## config.mk

```make
export PLATFORM = sky130hd
export DESIGN_NAME = iim_cell
export DESIGN_NICKNAME = d
export VERILOG_FILES = /design/src/iim_pkg.sv /design/src/iim_cell.sv
export SDC_FILE = /design/constraint.sdc
export NUM_CORES = 1
export LEC_CHECK = 0
export ABC_CLOCK_PERIOD_IN_PS = 2500
export BUFFER_PORTS_ARGS = -buffer_cell sky130_fd_sc_hd__buf_2
export CELL_PAD_IN_SITES_DETAIL_PLACEMENT = 0
export CELL_PAD_IN_SITES_GLOBAL_PLACEMENT = 1
export CORE_MARGIN = 5
export CORE_UTILIZATION = 36
export DETAILED_ROUTE_END_ITERATION = 7
export HOLD_SLACK_MARGIN = 0.02
export PLACE_DENSITY = 0.88
export SLEW_MARGIN = 20
export SYNTH_ARGS = -nofsm -noshare
export SYNTH_HDL_FRONTEND = slang
export SYNTH_SLANG_ARGS = --single-unit
```

## constraint.sdc

```tcl
create_clock -name clk -period 2.5 [get_ports clk]
set_input_delay 0.125 -clock clk [delete_from_list [all_inputs] [get_ports clk]]
set_output_delay 0.125 -clock clk [all_outputs]
set_load 0.02 [all_outputs]
```

## src/iim_pkg.sv

```systemverilog
// ----------------------------------------------------------------------------
// iim_pkg
// Shared constants, types and codes of the interval insert and merge block.
// ----------------------------------------------------------------------------
package iim_pkg;

    // table depth and derived widths
    localparam int CAPACITY = 32;
    localparam int VAL_W    = 32;
    localparam int K_W      = (CAPACITY > 1) ? $clog2(CAPACITY) : 1;
    localparam int CNT_W    = $clog2(CAPACITY + 1);
    localparam int N_W      = $clog2(CAPACITY + 2);
    localparam int SUM_W    = CNT_W + 1;

    // one closed interval
    typedef struct packed {
        logic signed [VAL_W-1:0] e;
        logic signed [VAL_W-1:0] s;
    } ival_t;

    // result status codes
    typedef enum logic [1:0] {
        ST_OK   = 2'd0,
        ST_FULL = 2'd1,
        ST_BAD  = 2'd2
    } status_t;

    // sequencer states
    typedef enum logic [2:0] {
        S_IDLE,
        S_WALK,
        S_FLUSH,
        S_DECIDE,
        S_EMIT,
        S_STAT
    } state_t;

    // controls shared by every cell of the chain
    typedef struct packed {
        logic tbl_shift;
        logic wrk_shift;
        logic copy;
    } cell_ctl_t;

    // controls of the merge unit at the head of the chain
    typedef struct packed {
        logic start;
        logic step;
        logic x_valid;
        logic flush;
    } merge_ctl_t;

endpackage

```

## src/iim_cell.sv

```systemverilog
// ----------------------------------------------------------------------------
// iim_cell
// One cell of the chain: a stored interval and a work interval, each loaded
// from the neighbor cell on a shift, plus a local copy from work to table.
// ----------------------------------------------------------------------------
module iim_cell (
    input  logic               clk,
    input  iim_pkg::cell_ctl_t ctl,
    input  iim_pkg::ival_t     tbl_in,
    input  iim_pkg::ival_t     wrk_in,
    output iim_pkg::ival_t     tbl_out,
    output iim_pkg::ival_t     wrk_out
);

    iim_pkg::ival_t tbl_reg;
    iim_pkg::ival_t tbl_next;
    iim_pkg::ival_t wrk_reg;
    iim_pkg::ival_t wrk_next;

    // table slot: rotate along the chain or take the finished work entry
    always_comb
    begin
        tbl_next = tbl_reg;
        if (ctl.copy)
        begin
            tbl_next = wrk_reg;
        end
        else if (ctl.tbl_shift)
        begin
            tbl_next = tbl_in;
        end
    end

    // work slot: shifts only when a new work entry arrives at the tail
    always_comb
    begin
        wrk_next = wrk_reg;
        if (ctl.wrk_shift)
        begin
            wrk_next = wrk_in;
        end
    end

    always_ff @(posedge clk)
    begin
        tbl_reg <= tbl_next;
        wrk_reg <= wrk_next;
    end

    assign tbl_out = tbl_reg;
    assign wrk_out = wrk_reg;

endmodule

```

==> run metrics, run 1 <==
die boundary height=126 µm; Psw=1.45 mW; Yosys top cell by area=edfxtp_1; total grt overflow=0; Worst Setup Start Kind=flip-flop; area of the multi-input gates=911 µm²; Slew Limit Fails=0; Sw Share=0.235; clk sinks=128; Routed WL=13600 µm; Crit Path Category=reg -> out; Clk pwr share=0.415; Ys Warns=0; CTS clk-pin slew, worst paths=about 0.060 ns; Cell Count, Final, Fillers Out=788; P per Cell Area=754 nW/µm²; Worst Setup End Kind=output port; synthesized area per cell=24.1 µm²; synthesized net count=approximately 330; cts bufs inserted=17; slowest CP cell=edfxtp_1; detailed-route via count=3436; routability cong.=0.808; Mapped Cells=200; layout cell share with drive strength beyond 1=0.589; reg2reg path depth=1; TritonRoute pass-1 iters=4; area growth from synthesis to layout=69.2%; gr usage total=0.172; Top delay family on crit path=flip-flops; Mapped Area=4830 µm²; combinational power share=0.152; most frequent cell after synthesis=edfxtp_1; Avg WL per Cell=between 15 and 20 µm; Peak Freq=0.884 GHz; overall power=6.15 mW; Peak VDD IR=roughly 0.51 mV; post-DP HPWL=9090 µm; CTS root buf=clkbuf_16; r2r endpoint=tbl_out[54]; fin crit share=0.452; number of port buffers=259; Core Area=between 10000 and 15000 µm²; register bit count reported by yosys=128; CTS H-Tree Depth=4; R2R Path Start=wrk_out[54]; full die area=15800 µm²; Req. time, crit path=2.38 ns; Post-route DRC=0; RSZ-0062 raised after global routing=no; Boundary Pins=between 200 and 300; Layout Nets=730; Lkg Pwr=3.59 nW; sequential area share after synthesis=0.796; final hold violation count=0; minimum clock period after layout=1.13 ns; worst path bufs/invs=1; setup violators final=0; hold_sp=tbl_in[38]; setup slack, reg-to-reg=between 1.5 and 2 ns; largest net degree at the start of global routing=35; Yosys top cell area share=0.796; remaining antenna violation count=0; DP Cell Count=634; # fillers=955; worst-skew pair later-pin latency=0.41 ns; slowest stage delay, CP=a little over 0.4 ns; Worst Hold Depth=2; Hold Path End=tbl_out[38]; commonest register cell after synthesis=edfxtp_1; Crit Path Max Fanout=2; global-route wire length before repair=between 20000 and 25000 µm; MaxCap Viol Count=0; Hold Crit Class=in -> reg; Post-synth ARST share=0; clk_skew=0.00883 ns; Cell Rows=between 40 and 50; Die X=around 130 µm; Iter 0 DRT Violations=around 140; vias in the first global route=3900; CTS max path bufs=2; status=completed; CTS tree=done; part of the power in registers=0.433; Worst EP arrival=1.01 ns; Register Area=3840 µm²; Max-slew headroom=0.700; Internal Power=4.71 mW; antenna violations before repair=1; vias per cell=4.36; setup_tns=0 ns; top post-synthesis cells by area=edfxtp_1 80%, mux2_4 15%, mux2_2 3.5%; Commonest cells post-synth=128 x edfxtp_1, 49 x mux2_4, 15 x mux2_2; Worst Tran Pin Value=0.449 ns; Initial Utilization=0.366; post-synthesis cell type count=6; CP Cell Sequence=buf_2; EDFF count, synth=roughly 130
stage by stage:
stage                     hold WS, ns  instance area (µm²)  setup slack, ns  utilization
after CTS                      0.0225                 8160             1.34        0.619
after global routing           0.0208                 8160             1.32        0.619
after detailed placement        0.303                 6330             1.02        0.480
final                          0.0395                 8170             1.37        0.619
after floorplan                 0.224                 4830            0.201            -
after global placement          0.302                 6330             1.05        0.480
power by group through the flow:
| stage | registers (mW) | logic [mW] | clock network (mW) |
|---|---|---|---|
| final | 2.67 | 0.934 | 2.55 |
| after global routing | 2.69 | 0.986 | 2.72 |
| after CTS | 2.67 | 0.933 | 2.61 |
| after detailed placement | 2.71 | 0.782 | 0 |
| after global placement | 2.70 | 0.771 | 0 |
| after floorplan | 2.96 | 0.184 | 0 |
what timing repair did:
item | in CTS | in global routing
resized for setup | 0 | 0
hold buffers | 121 | 0
endpoints found under the setup margin | 0 | 0
setup buffers | 0 | 0
hold endpoints to repair | 121 | 0
layout make-up:
class,count,share of cell area
clock inverter,14,0.0234
antenna,1,0.000306
tap,176,0.0270
sequential,128,0.471
multi-input combinational,65,0.112
clock buffer,18,0.0526
timing repair buffer,386,0.314
registers in the layout, indices dropped and copies added (netlist names):
signal,cells
wrk_out,64
tbl_out,64
placed cells by master (no fill, tap or decap), drive strengths merged:
master       Yosys  layout
buf              7     265
bufinv           0       4
clkbuf           0      18
clkinv           0       7
clkinvlp         0       3
diode            0       1
dlygate4sd3      0     121
edfxtp         128     128
mux2            64      64
or2              1       1
metal layers:
metal  track usage  wire length (µm)  part of all wire  vias to the layer above
met5             0                 0                 0                        -
met4        0.0486               167             0.012                        0
met3        0.0813              1270             0.093                       17
met2         0.304              7020              0.52                      175
met1         0.186              5150              0.38                     1644
li1              -                 -                 -                     1600
kinds of logic after synthesis:
family        after synthesis  share of synthesized area
simple gates                1                    0.00130
flops                     128                      0.796
buf+inv                     7                     0.0150
mux                        64                      0.187
worst max-delay path by stage:
stage	from	end	cells past startpoint
CTS	wrk_out[62]	wrk_out[62]	1
floorplan	ctl[0]	tbl_out[0]	3
global placement	ctl[0]	tbl_out[10]	3
finish	wrk_out[34]	wrk_out[34]	1
detailed placement	ctl[0]	tbl_out[2]	3
global route	wrk_out[34]	wrk_out[34]	1
Power figures use the tool's default switching activity.
==> inputs of run 2 (changes only) <==
- ABC_CLOCK_PERIOD_IN_PS: 2500 -> 1100
- clock period: 2.5 -> 1.1 ns (I/O delays scaled with it)
==> run metrics, run 2 (synthesized netlist as in run 1, its figures left out) <==
area growth from synthesis to layout=72.6%; Avg WL per Cell=18.1 µm (+5.0%); met2 GRT Util=0.325 (+0.0211); Worst Tran Pin Value=0.257 ns (-0.193 ns); P per Cell Area=1640 nW/µm² (+120%); DP Worst Slack=0.0264 ns (-0.990 ns); Slew Limit Fails=0 (unchanged); R2R Path Start=wrk_out[36]; Worst Setup Start Kind=flip-flop; most common cell after layout, fill and taps aside=buf_2; minimum clock period after layout=1.07 ns; Peak Freq=0.937 GHz; setup violators final=0 (unchanged); WHS=0.137 ns (+0.0976 ns); Boundary Pins=260 (unchanged); met1 Resource Use GR=0.188 (+0.00191); slowest stage delay, CP=0.42 ns (about the same); Cell Rows=42 (unchanged); Post-route DRC=0 (unchanged); setup_tns=0 ns (unchanged); vias per cell=4.44 (+1.8%); Core Area=13200 µm² (unchanged); detailed-route via count=3555 (+3.5%); clk sinks=128 (unchanged); Hold Crit Class=in -> reg; MaxCap Viol Count=0 (unchanged); met3 usage=0.0627 (-0.0186); Crit Path Max Fanout=2 (unchanged); antenna violations before repair=1 (unchanged); largest net degree at the start of global routing=38 (+8.6%); full die area=15800 µm² (unchanged); status=completed; Worst Setup End Kind=output port; post-DP HPWL=9320 µm (+2.6%); Lkg Pwr=3.68 nW (+2.3%); remaining antenna violation count=0 (unchanged); Layout Nets=744 (+1.9%); Final WS setup=0.0327 ns (-1.34 ns); total grt overflow=0 (unchanged); Max-slew headroom=0.829 (+0.129); Peak VDD IR=1.11 mV (+120%); Die X=126 µm (unchanged); TritonRoute pass-1 iters=4 (unchanged); slowest CP cell=edfxtp_1; routability cong.=0.831 (+2.8%); Initial Utilization=0.366 (unchanged); CTS clk-pin slew, worst paths=0.05 ns (about the same); Worst EP arrival=1.01 ns (about the same); die boundary height=126 µm (unchanged); Critical path origin=wrk_out[36]; layout cell share with drive strength beyond 1=0.577 (-0.0123); vias in the first global route=4086 (+4.8%); fin crit share=0.970; Req. time, crit path=1.04 ns (-1.34 ns); CP Cell Sequence=buf_2; gr usage total=0.184 (+0.0113); worst-skew pair later-pin latency=0.41 ns (about the same); global-route wire length before repair=22100 µm (+4.3%); CTS H-Tree Depth=4 (unchanged); layer with the highest usage=met2; worst path bufs/invs=1 (unchanged); CTS tree=done; number of port buffers=259 (unchanged); Iter 0 DRT Violations=116 (-18%); hold_sp=ctl[1]; CTS root buf=clkbuf_16; CTS max path bufs=2 (unchanged); Routed WL=14500 µm (+6.7%); Top delay family on crit path=flip-flops; Crit Path Category=reg -> out; cts bufs inserted=17 (unchanged); commonest cells after routing, fill and taps aside=256 x buf_2, 128 x dlygate4sd3_1, 128 x edfxtp_1, 49 x mux2_4, 17 x clkbuf_16; clk_skew=0.00415 ns (-0.00469 ns); final hold violation count=0 (unchanged)
## run 2: worst paths after layout
path,to,slack (ns),cells after the start
worst max-delay path,wrk_out[36],0.03,1
worst min-delay path,wrk_out[26],0.14,2
worst max register to register,tbl_out[36],0.03,2
worst min register to register,tbl_out[44],0.57,1
## run 2: area by class of cell
type | instances | area, µm²
clock inverters | 9 | 116
well taps | 176 | 220
clock buffers | 22 | 444
multi-input cells | 65 | 913
diodes | 1 | 2.50
flip-flops and latches | 128 | 3840
repair buffers | 400 | 2790
fillers | 930 | 4860
## run 2: report_power, final
group | internal (mW) | switching, mW
Clock | 3.51 | 1.85
Sequential | 5.90 | 0.170
Combinational | 1.10 | 1.13
Total | 10.5 | 3.16
## run 2: what timing repair did
action | in CTS | in global routing
resized for setup | 0 | 4
buffers inserted | 0 | 2
hold buffers | 128 | 0
setup endpoints to repair | 0 | 4
endpoints found under the hold margin | 128 | 0
## run 2: layer usage
metal  vias up  wire length [µm]  share of wire
li1       1627                 -              -
met4         0               697          0.048
met5         -                 0              0
met2       182              7720           0.53
met3        49              1040          0.072
met1      1697              5060           0.35
## run 2: through the flow
stage          instance area (µm²)  utilization  power, mW  std cells
2_1_floorplan                 4850            -       7.14        200
3_3_place_gp                  6460        0.490       7.95        639
3_5_place_dp                  6460        0.490       8.00        639
4_1_cts                       8300        0.629       13.8        798
5_1_grt                       8330        0.632       14.2        801
6_report                      8330        0.632       13.7        801
