`src/iim_pkg.sv`:
```
// ----------------------------------------------------------------------------
// iim_pkg
// Shared constants, types and codes of the interval insert and merge block.
// ----------------------------------------------------------------------------
package iim_pkg;

    // table depth and derived widths
    localparam int CAPACITY = 32;
    localparam int VAL_W    = 32;
    localparam int K_W      = (CAPACITY > 1) ? $clog2(CAPACITY) : 1;
    localparam int CNT_W    = $clog2(CAPACITY + 1);
    localparam int N_W      = $clog2(CAPACITY + 2);
    localparam int SUM_W    = CNT_W + 1;

    // one closed interval
    typedef struct packed {
        logic signed [VAL_W-1:0] e;
        logic signed [VAL_W-1:0] s;
    } ival_t;

    // result status codes
    typedef enum logic [1:0] {
        ST_OK   = 2'd0,
        ST_FULL = 2'd1,
        ST_BAD  = 2'd2
    } status_t;

    // sequencer states
    typedef enum logic [2:0] {
        S_IDLE,
        S_WALK,
        S_FLUSH,
        S_DECIDE,
        S_EMIT,
        S_STAT
    } state_t;

    // controls shared by every cell of the chain
    typedef struct packed {
        logic tbl_shift;
        logic wrk_shift;
        logic copy;
    } cell_ctl_t;

    // controls of the merge unit at the head of the chain
    typedef struct packed {
        logic start;
        logic step;
        logic x_valid;
        logic flush;
    } merge_ctl_t;

endpackage

```
`src/iim_merge.sv`:
```
// ----------------------------------------------------------------------------
// iim_merge
// Merge unit at the head of the chain. It sees one stored entry per cycle,
// keeps the growing merged interval, places it in order and hands a
// compacted entry stream to the tail of the work chain.
// ----------------------------------------------------------------------------
module iim_merge (
    input  logic                      clk,
    input  logic                      rst_n,
    input  iim_pkg::merge_ctl_t       ctl,
    input  iim_pkg::ival_t            new_ival,
    input  iim_pkg::ival_t            x,
    output logic                      y_valid,
    output iim_pkg::ival_t            y,
    output logic [iim_pkg::N_W-1:0]   n_out
);

    localparam logic [iim_pkg::N_W-1:0] N_ONE = iim_pkg::N_W'(1);

    logic signed [iim_pkg::VAL_W-1:0] ns_reg;
    logic signed [iim_pkg::VAL_W-1:0] ne_reg;
    iim_pkg::ival_t                   hold_reg;
    iim_pkg::ival_t                   hold_next;
    logic                             placed_reg;
    logic                             placed_next;
    logic [iim_pkg::N_W-1:0]          n_reg;
    logic [iim_pkg::N_W-1:0]          n_next;
    logic                             below;
    logic                             above;

    // entry lies wholly before or wholly after the new interval
    assign below = (x.e < ns_reg);
    assign above = (x.s > ne_reg);

    // emitted entry: entries before the insert point pass, after it the
    // hold register acts as a one-entry delay
    always_comb
    begin
        y_valid = 1'b0;
        y       = hold_reg;
        if (ctl.flush)
        begin
            y_valid = 1'b1;
        end
        else if (ctl.step && ctl.x_valid)
        begin
            if (placed_reg || above)
            begin
                y_valid = 1'b1;
            end
            else if (below)
            begin
                y_valid = 1'b1;
                y       = x;
            end
        end
    end

    // hold register and placement flag
    always_comb
    begin
        hold_next   = hold_reg;
        placed_next = placed_reg;
        if (ctl.start)
        begin
            hold_next   = new_ival;
            placed_next = 1'b0;
        end
        else if (ctl.step && ctl.x_valid)
        begin
            if (placed_reg || above)
            begin
                hold_next   = x;
                placed_next = 1'b1;
            end
            else if (!below)
            begin
                // overlapping or touching entry widens the merged interval
                hold_next.s = (x.s < hold_reg.s) ? x.s : hold_reg.s;
                hold_next.e = (x.e > hold_reg.e) ? x.e : hold_reg.e;
            end
        end
    end

    // count of entries handed to the work chain
    always_comb
    begin
        n_next = n_reg;
        if (ctl.start)
        begin
            n_next = '0;
        end
        else if (y_valid)
        begin
            n_next = n_reg + N_ONE;
        end
    end

    always_ff @(posedge clk or negedge rst_n)
    begin
        if (!rst_n)
        begin
            placed_reg <= 1'b0;
            n_reg      <= '0;
        end
        else
        begin
            placed_reg <= placed_next;
            n_reg      <= n_next;
        end
    end

    always_ff @(posedge clk)
    begin
        hold_reg <= hold_next;
        if (ctl.start)
        begin
            ns_reg <= new_ival.s;
            ne_reg <= new_ival.e;
        end
    end

    assign n_out = n_reg;

endmodule

```
`config.mk`:
```
export PLATFORM = sky130hd
export DESIGN_NAME = iim_merge
export DESIGN_NICKNAME = d
export VERILOG_FILES = /design/src/iim_pkg.sv /design/src/iim_merge.sv
export SDC_FILE = /design/constraint.sdc
export NUM_CORES = 1
export LEC_CHECK = 0
export BUFFER_PORTS_ARGS = -buffer_cell sky130_fd_sc_hd__buf_4
export CORE_UTILIZATION = 55
export DETAILED_ROUTE_END_ITERATION = 8
export PLACE_DENSITY = 0.81
export SLEW_MARGIN = 40
export SYNTH_ARGS = -nofsm -noshare
export SYNTH_HDL_FRONTEND = slang
export SYNTH_SLANG_ARGS = --single-unit
```
`constraint.sdc`:
```
create_clock -name clk -period 5.3 [get_ports clk]
set_input_delay 0.53 -clock clk [delete_from_list [all_inputs] [get_ports clk]]
set_output_delay 0.53 -clock clk [all_outputs]
set_load 0.02 [all_outputs]
```
==> results of run 1 <==
[layout make-up]
| type | count | area (µm²) |
|---|---|---|
| fillers | 1162 | 4550 |
| multi-input cells | 475 | 4480 |
| flip-flops and latches | 135 | 4020 |
| repair buffers | 212 | 1620 |
| inverters | 136 | 510 |
| clock buffers | 21 | 440 |
| well taps | 216 | 270 |
| clock inverters | 11 | 108 |
[layer usage]
layer | global-route usage | vias up
met1 | 0.339 | 3224
met4 | 0.0960 | 0
li1 | - | 3223
met5 | 0 | -
met3 | 0.0627 | 41
met2 | 0.466 | 228
[critical path: cells and delay by family (launching register included)]
family | cells | cell delay, ns
and+or+nand+nor | 5 | 1.04
buffers and inverters | 3 | 0.76
AOI/OAI and AO/OA | 2 | 0.42
muxes | 1 | 0.41
DFF | 1 | 0.36
adders and majority gates | 1 | 0.26
[power by group]
part           total [mW]  internal, mW  switching (mW)
sequential           1.35          1.30          0.0516
clock                1.12         0.683           0.439
combinational       0.854         0.410           0.444
total                3.33          2.39           0.934
[synth_stat cells (2+ instances only)]
master,count
nor3_1,6
and4_1,3
a221oi_1,2
nand2_1,16
dfrtp_1,7
ha_1,127
buf_2,3
and2_1,2
o21ai_0,20
nand4_1,22
mux2_2,88
a21o_1,22
edfxtp_1,128
nor2_1,20
nand2b_1,4
o211ai_1,3
nand3_1,14
clkbuf_1,8
or4_1,2
a221o_1,2
o31ai_1,3
inv_1,136
o21a_1,2
a211oi_1,2
or3_1,3
buf_6,5
a21oi_1,46
nor2b_1,5
mux2_4,36
a2111oi_0,4
[cell usage in the layout (no fill, tap or decap), types with 6 or more instances in the layout]
master	netlist	layout
dfrtp_1	7	7
nor2_1	20	19
edfxtp_1	128	128
o21ai_0	20	20
inv_1	136	136
mux2_4	36	36
a21o_1	22	22
nand3_1	14	14
nor3_1	6	6
a21oi_1	46	44
nand2_1	16	16
buf_4	0	209
nand4_1	22	22
mux2_2	88	88
ha_1	127	127
clkbuf_16	0	17
[logic make-up (layout without fill, tap and decap cells)]
family,count (synthesis),in the layout,share of synthesized area
AOI/OAI and AO/OA,117,117,0.0812
xor gates and xnor gates,1,1,0.000964
and+or+nand+nor,105,105,0.0639
buffers and inverters,152,380,0.0673
muxes,125,125,0.170
adders and majority gates,127,127,0.175
DFF,135,135,0.442
[path summary, 6_finish.rpt]
check / to / cells past startpoint / slack [ns]
max: y[17] / 12 / 1.08
min reg2reg: n_out[5]$_DFFE_PN0P_ / 2 / 0.56
min in group asynchronous: n_out[0]$_DFFE_PN0P_ / 2 / 0.46
max in group asynchronous: n_out[5]$_DFFE_PN0P_ / 2 / 4.72
max reg2reg: hold_reg[7]$_DFFE_PP_ / 11 / 1.16
min: ns_reg[31]$_DFFE_PP_ / 1 / 0.28
[metrics by stage]
step / area [µm²] / hold slack [ns] / power (mW) / util / worst slack [ns]
6_report: 11400 / 0.284 / 3.33 / 0.716 / 1.08
5_1_grt: 11400 / 0.268 / 3.49 / 0.716 / 0.872
4_1_cts: 11400 / 0.272 / 3.34 / 0.715 / 1.07
3_5_place_dp: 10900 / 0.349 / 2.22 / 0.680 / 0.776
3_3_place_gp: 10800 / 0.350 / 2.18 / 0.678 / 0.727
2_1_floorplan: 9090 / 0.234 / 1.85 / - / 1.06
[what timing repair did]
| item | in CTS | in global routing |
|---|---|---|
| hold buffers | 1 | 0 |
| resized for setup | 0 | 0 |
| endpoints found under the hold margin | 7 | 0 |
==> impl_metrics.env, run 1 <==
export IMPL_status="completed"
export IMPL_tightest_slew_ns=0.720
export IMPL_finalNetCount=1238
export IMPL_clkTransAtPathRegs_ns=0.06
export IMPL_grt_total_usage=0.273
export IMPL_diodes=0
export IMPL_maxCapViolCount=0
export IMPL_rows=46
export IMPL_dp_hpwl_mm=17.2
export IMPL_largest_reg_flops=64
export IMPL_crit_fanout=32
export IMPL_portBuffers=204
export IMPL_ant_nets=0
export IMPL_initial_core_util=0.568
export IMPL_wl_met2_mm=11.0
export IMPL_end_kind="primary output"
export IMPL_placed_cells=1173
export IMPL_cts_buffers_inserted=17
export IMPL_h_tree_depth=4
export IMPL_synth_area_leaders="edfxtp_1, ha_1, mux2_2"
export IMPL_routed_via_density=5.57
export IMPL_root_buffer="clkbuf_16"
export IMPL_clk_path_buf_depth=2
export IMPL_cts_sinks=135
export IMPL_synth_seq_cells=135
export IMPL_synthFlopType="edfxtp_1"
export IMPL_die_y_um=131
export IMPL_grt_ovfl_total=0
export IMPL_post_cts_buffers=0
export IMPL_drv_slew=0
export IMPL_fin_setup_tns_ns=0
export IMPL_met1Wirelength_mm=9.38
export IMPL_clk_insertion_delay_late_ns=0.43
export IMPL_power_density_mw_per_mm2=290
export IMPL_startpoint_type="flop"
export IMPL_die_w_um=131
export IMPL_rsz0062_at_grt="false"
export IMPL_yosys_cell_types_count=51
export IMPL_vias=6716
export IMPL_power_leakage_nw=5.56
export IMPL_hold_viol_final=0
export IMPL_antenna_found_initial=0
export IMPL_setup_violations=0
export IMPL_synth_edff_count=128
export IMPL_highest_layer="met4"
export IMPL_avgSynthCellArea_um2=11.9
export IMPL_required_ns=4.77
export IMPL_r2r_start="hold_reg[1]$_DFFE_PP_"
export IMPL_min_from="new_ival[31]"
export IMPL_postSynthCellCount=762
export IMPL_drt_first_iter_violations=335
export IMPL_core_area_mm2=0.0160
export IMPL_hold_class="input pin to flop"
export IMPL_routed_wl_mm=22.1
export IMPL_place_congestion=0.845
export IMPL_firstDrtPassIters=5
export IMPL_max_freq_ghz=0.237
export IMPL_wl_per_cell_um=18.3
export IMPL_synth_area_mm2=0.00909
export IMPL_cts_tree="done"
export IMPL_synthArstFlopShare=0.0519
export IMPL_yosysSeqAreaShare=0.442
export IMPL_grt_pass1_vias=6844
export IMPL_dieArea_mm2=0.0170
export IMPL_yosys_warnings=0
export IMPL_cp_common_cell="buf_4"
export IMPL_crit_path_start="ne_reg[30]$_DFFE_PP_"
export IMPL_area_growth_pct=26.0
export IMPL_max_stage_delay_ns=0.52
export IMPL_grt_pass1_wl_mm=34.3
export IMPL_remaining_drc_errors=0
export IMPL_critPathKind="flop to primary output"
export IMPL_final_cells=1206
export IMPL_yosysTopAreaCell="edfxtp_1"
export IMPL_syn_nets=1023
export IMPL_peakVddDrop_mv=0.238
export IMPL_wl_met3_mm=1.21
export IMPL_cp_cell_sequence="inv_1, ha_1, nand4_1, nor3_1, a22oi_1, or4b_1, a21oi_1, nand2_2, nand4b_4, buf_4, mux2_2, buf_4"
export IMPL_max_slew_margin=0.516
export IMPL_netlist_area_leader_share=0.423
export IMPL_period_minus_slack_ns=4.22
export IMPL_cp_slowest_cell="or4b_1"
export IMPL_drive_gt1_frac=0.371
export IMPL_crit_arrival_ns=3.69
export IMPL_period_share=0.797
export IMPL_grt_max_degree=54
export IMPL_finClkSkew_ns=0.00961
export IMPL_io_pins=205
No activity file was read; power rests on OpenSTA's default activity.
==> run 2, diff against run 1 <==
- clock period: 5.3 -> 3.9 ns (I/O delays scaled with it)
==> run 2 against run 1 <==
Non-clock buffer count is 12 higher. Count of clock-buffer cells in the layout is 1 higher. Die area stayed put. Critical path depth is 1 higher. Register-to-register slack worse by 0.57 ns. Core utilization is 2.3 points higher. Clock skew hardly changed. First-iteration DRC count is 31% higher. Power is 38% higher. Clock power is 38% higher. Routed wire length is 6.1% higher. Setup slack worse by 0.99 ns. Critical path type unchanged. Highest routed layer unchanged.
==> impl_metrics.env, run 2 (synthesized netlist as in run 1, its figures left out) <==
export IMPL_use_met1=0.354
export IMPL_startpoint_type="flop"
export IMPL_cts_sinks=135
export IMPL_finalNetCount=1250
export IMPL_end_kind="primary output"
export IMPL_cts_tree="done"
export IMPL_grt_total_usage=0.274
export IMPL_fin_area_mm2=0.0118
export IMPL_drt_first_iter_violations=438
export IMPL_power_leakage_nw=5.67
export IMPL_r2r_end="hold_reg[50]$_DFFE_PP_"
export IMPL_min_from="new_ival[48]"
export IMPL_whs_path_depth=1
export IMPL_diodes=0
export IMPL_initial_core_util=0.568
export IMPL_grt_pass1_vias=6901
export IMPL_die_y_um=131
export IMPL_maxCapViolCount=0
export IMPL_crit_fanout=16
export IMPL_required_ns=3.51
export IMPL_cts_buffers_inserted=17
export IMPL_r2r_start="ne_reg[19]$_DFFE_PP_"
export IMPL_placed_area_mm2=0.0110
export IMPL_final_common_cell="buf_4"
export IMPL_routed_wl_mm=23.4
export IMPL_drive_gt1_frac=0.399
export IMPL_wl_per_cell_um=19.2
export IMPL_use_met3=0.0558
export IMPL_period_share=0.979
export IMPL_tightest_slew_ns=0.783
export IMPL_rows=46
export IMPL_hold_viol_final=0
export IMPL_max_slew_margin=0.478
export IMPL_use_met2=0.462
export IMPL_antenna_found_initial=0
export IMPL_fin_total_pwr_mw=4.60
export IMPL_regToRegSetupSlack_ns=0.59
export IMPL_hold_slack_ns=0.154
export IMPL_largest_reg_flops=64
export IMPL_root_buffer="clkbuf_16"
export IMPL_hold_end="ne_reg[16]$_DFFE_PP_"
export IMPL_rsz0062_at_grt="true"
export IMPL_die_w_um=131
export IMPL_finClkSkew_ns=0.00923
export IMPL_reg2reg_depth=14
export IMPL_io_pins=205
export IMPL_peakVddDrop_mv=0.321
export IMPL_fill_cells=1085
export IMPL_firstDrtPassIters=5
export IMPL_grt_max_degree=135
export IMPL_place_congestion=0.816
export IMPL_crit_arrival_ns=3.43
export IMPL_clk_path_buf_depth=2
export IMPL_vias=6854
export IMPL_critPathKind="flop to primary output"
export IMPL_top_usage_layer="met2"
export IMPL_grt_ovfl_total=0
export IMPL_routed_via_density=5.63
export IMPL_status="completed"
export IMPL_clkTransAtPathRegs_ns=0.06
export IMPL_grt_pass1_wl_mm=34.8
export IMPL_period_minus_slack_ns=3.82
export IMPL_portBuffers=204
export IMPL_remaining_drc_errors=0
export IMPL_final_cell_mix="buf_4, inv_1, edfxtp_1"
export IMPL_setup_violations=0
export IMPL_clk_insertion_delay_late_ns=0.42
export IMPL_core_area_mm2=0.0160
export IMPL_ant_nets=0
export IMPL_dieArea_mm2=0.0170
export IMPL_dp_hpwl_mm=17.1
export IMPL_max_freq_ghz=0.262
export IMPL_power_density_mw_per_mm2=390
export IMPL_hold_class="input pin to flop"
export IMPL_area_growth_pct=30.0
export IMPL_drv_slew=0
export IMPL_h_tree_depth=4
run 2: area by class of cell:
type | instances | area [µm²] | area share
sequential | 135 | 4020 | 0.340
inverter | 136 | 510 | 0.0432
clock buffer | 22 | 444 | 0.0376
timing repair buffer | 224 | 1840 | 0.156
tap | 216 | 270 | 0.0229
multi-input combinational | 475 | 4630 | 0.392
clock inverter | 10 | 105 | 0.00890
run 2: through the flow:
stage / setup TNS, ns / cells / util / setup slack, ns
after floorplan: 0 / 762 / - / 0.122
after global placement: 0 / 1176 / 0.684 / 0.278
after detailed placement: 0 / 1178 / 0.686 / 0.273
after CTS: 0 / 1211 / 0.721 / 0.0113
after global routing: -0.674 / 1218 / 0.738 / -0.0266
final: 0 / 1218 / 0.738 / 0.0833
run 2: per-layer routing:
layer  part of all wire  routed length [µm]
met1               0.43               10100
met2               0.50               11600
met3              0.056                1300
met4              0.019                 445
met5                  0                   0
run 2: how the worst max path moves through the flow:
| stage | from | cells past startpoint | slack, ns | end |
|---|---|---|---|---|
| final | ne_reg[19]$_DFFE_PP_ | 13 | 0.08 | y[63] |
| after global routing | ne_reg[31]$_DFFE_PP_ | 13 | -0.03 | y[2] |
| after CTS | ne_reg[30]$_DFFE_PP_ | 12 | 0.01 | y[52] |
| after detailed placement | x[38] | 11 | 0.27 | y[52] |
| after global placement | x[38] | 11 | 0.28 | y[55] |
| after floorplan | x[23] | 10 | 0.12 | hold_reg[32]$_DFFE_PP_ |
run 2: critical path, cell delays in order, from the launching register on:
cell,delay (ns)
edfxtp_1,0.38
inv_2,0.09
ha_4,0.20
a21oi_1,0.16
o21ai_1,0.13
a22oi_2,0.19
or4b_4,0.50
a2111o_1,0.33
nand2_2,0.11
nand4b_4,0.11
buf_12,0.17
buf_12,0.16
mux2_2,0.31
buf_4,0.17
run 2: repair_timing:
action | in CTS | in global routing
resized for setup | 1 | 26
setup endpoints to repair | 36 | 64
setup buffers | 0 | 3
hold buffers | 1 | 0
pin swaps | 0 | 4
hold endpoints to repair | 7 | 0
gates cloned | 0 | 4
run 2: power by group:
group	internal (mW)	total, mW	switching (mW)	leakage, nW
clock network	0.932	1.54	0.603	0.259
logic	0.601	1.24	0.638	4.06
registers	1.76	1.83	0.0661	1.35
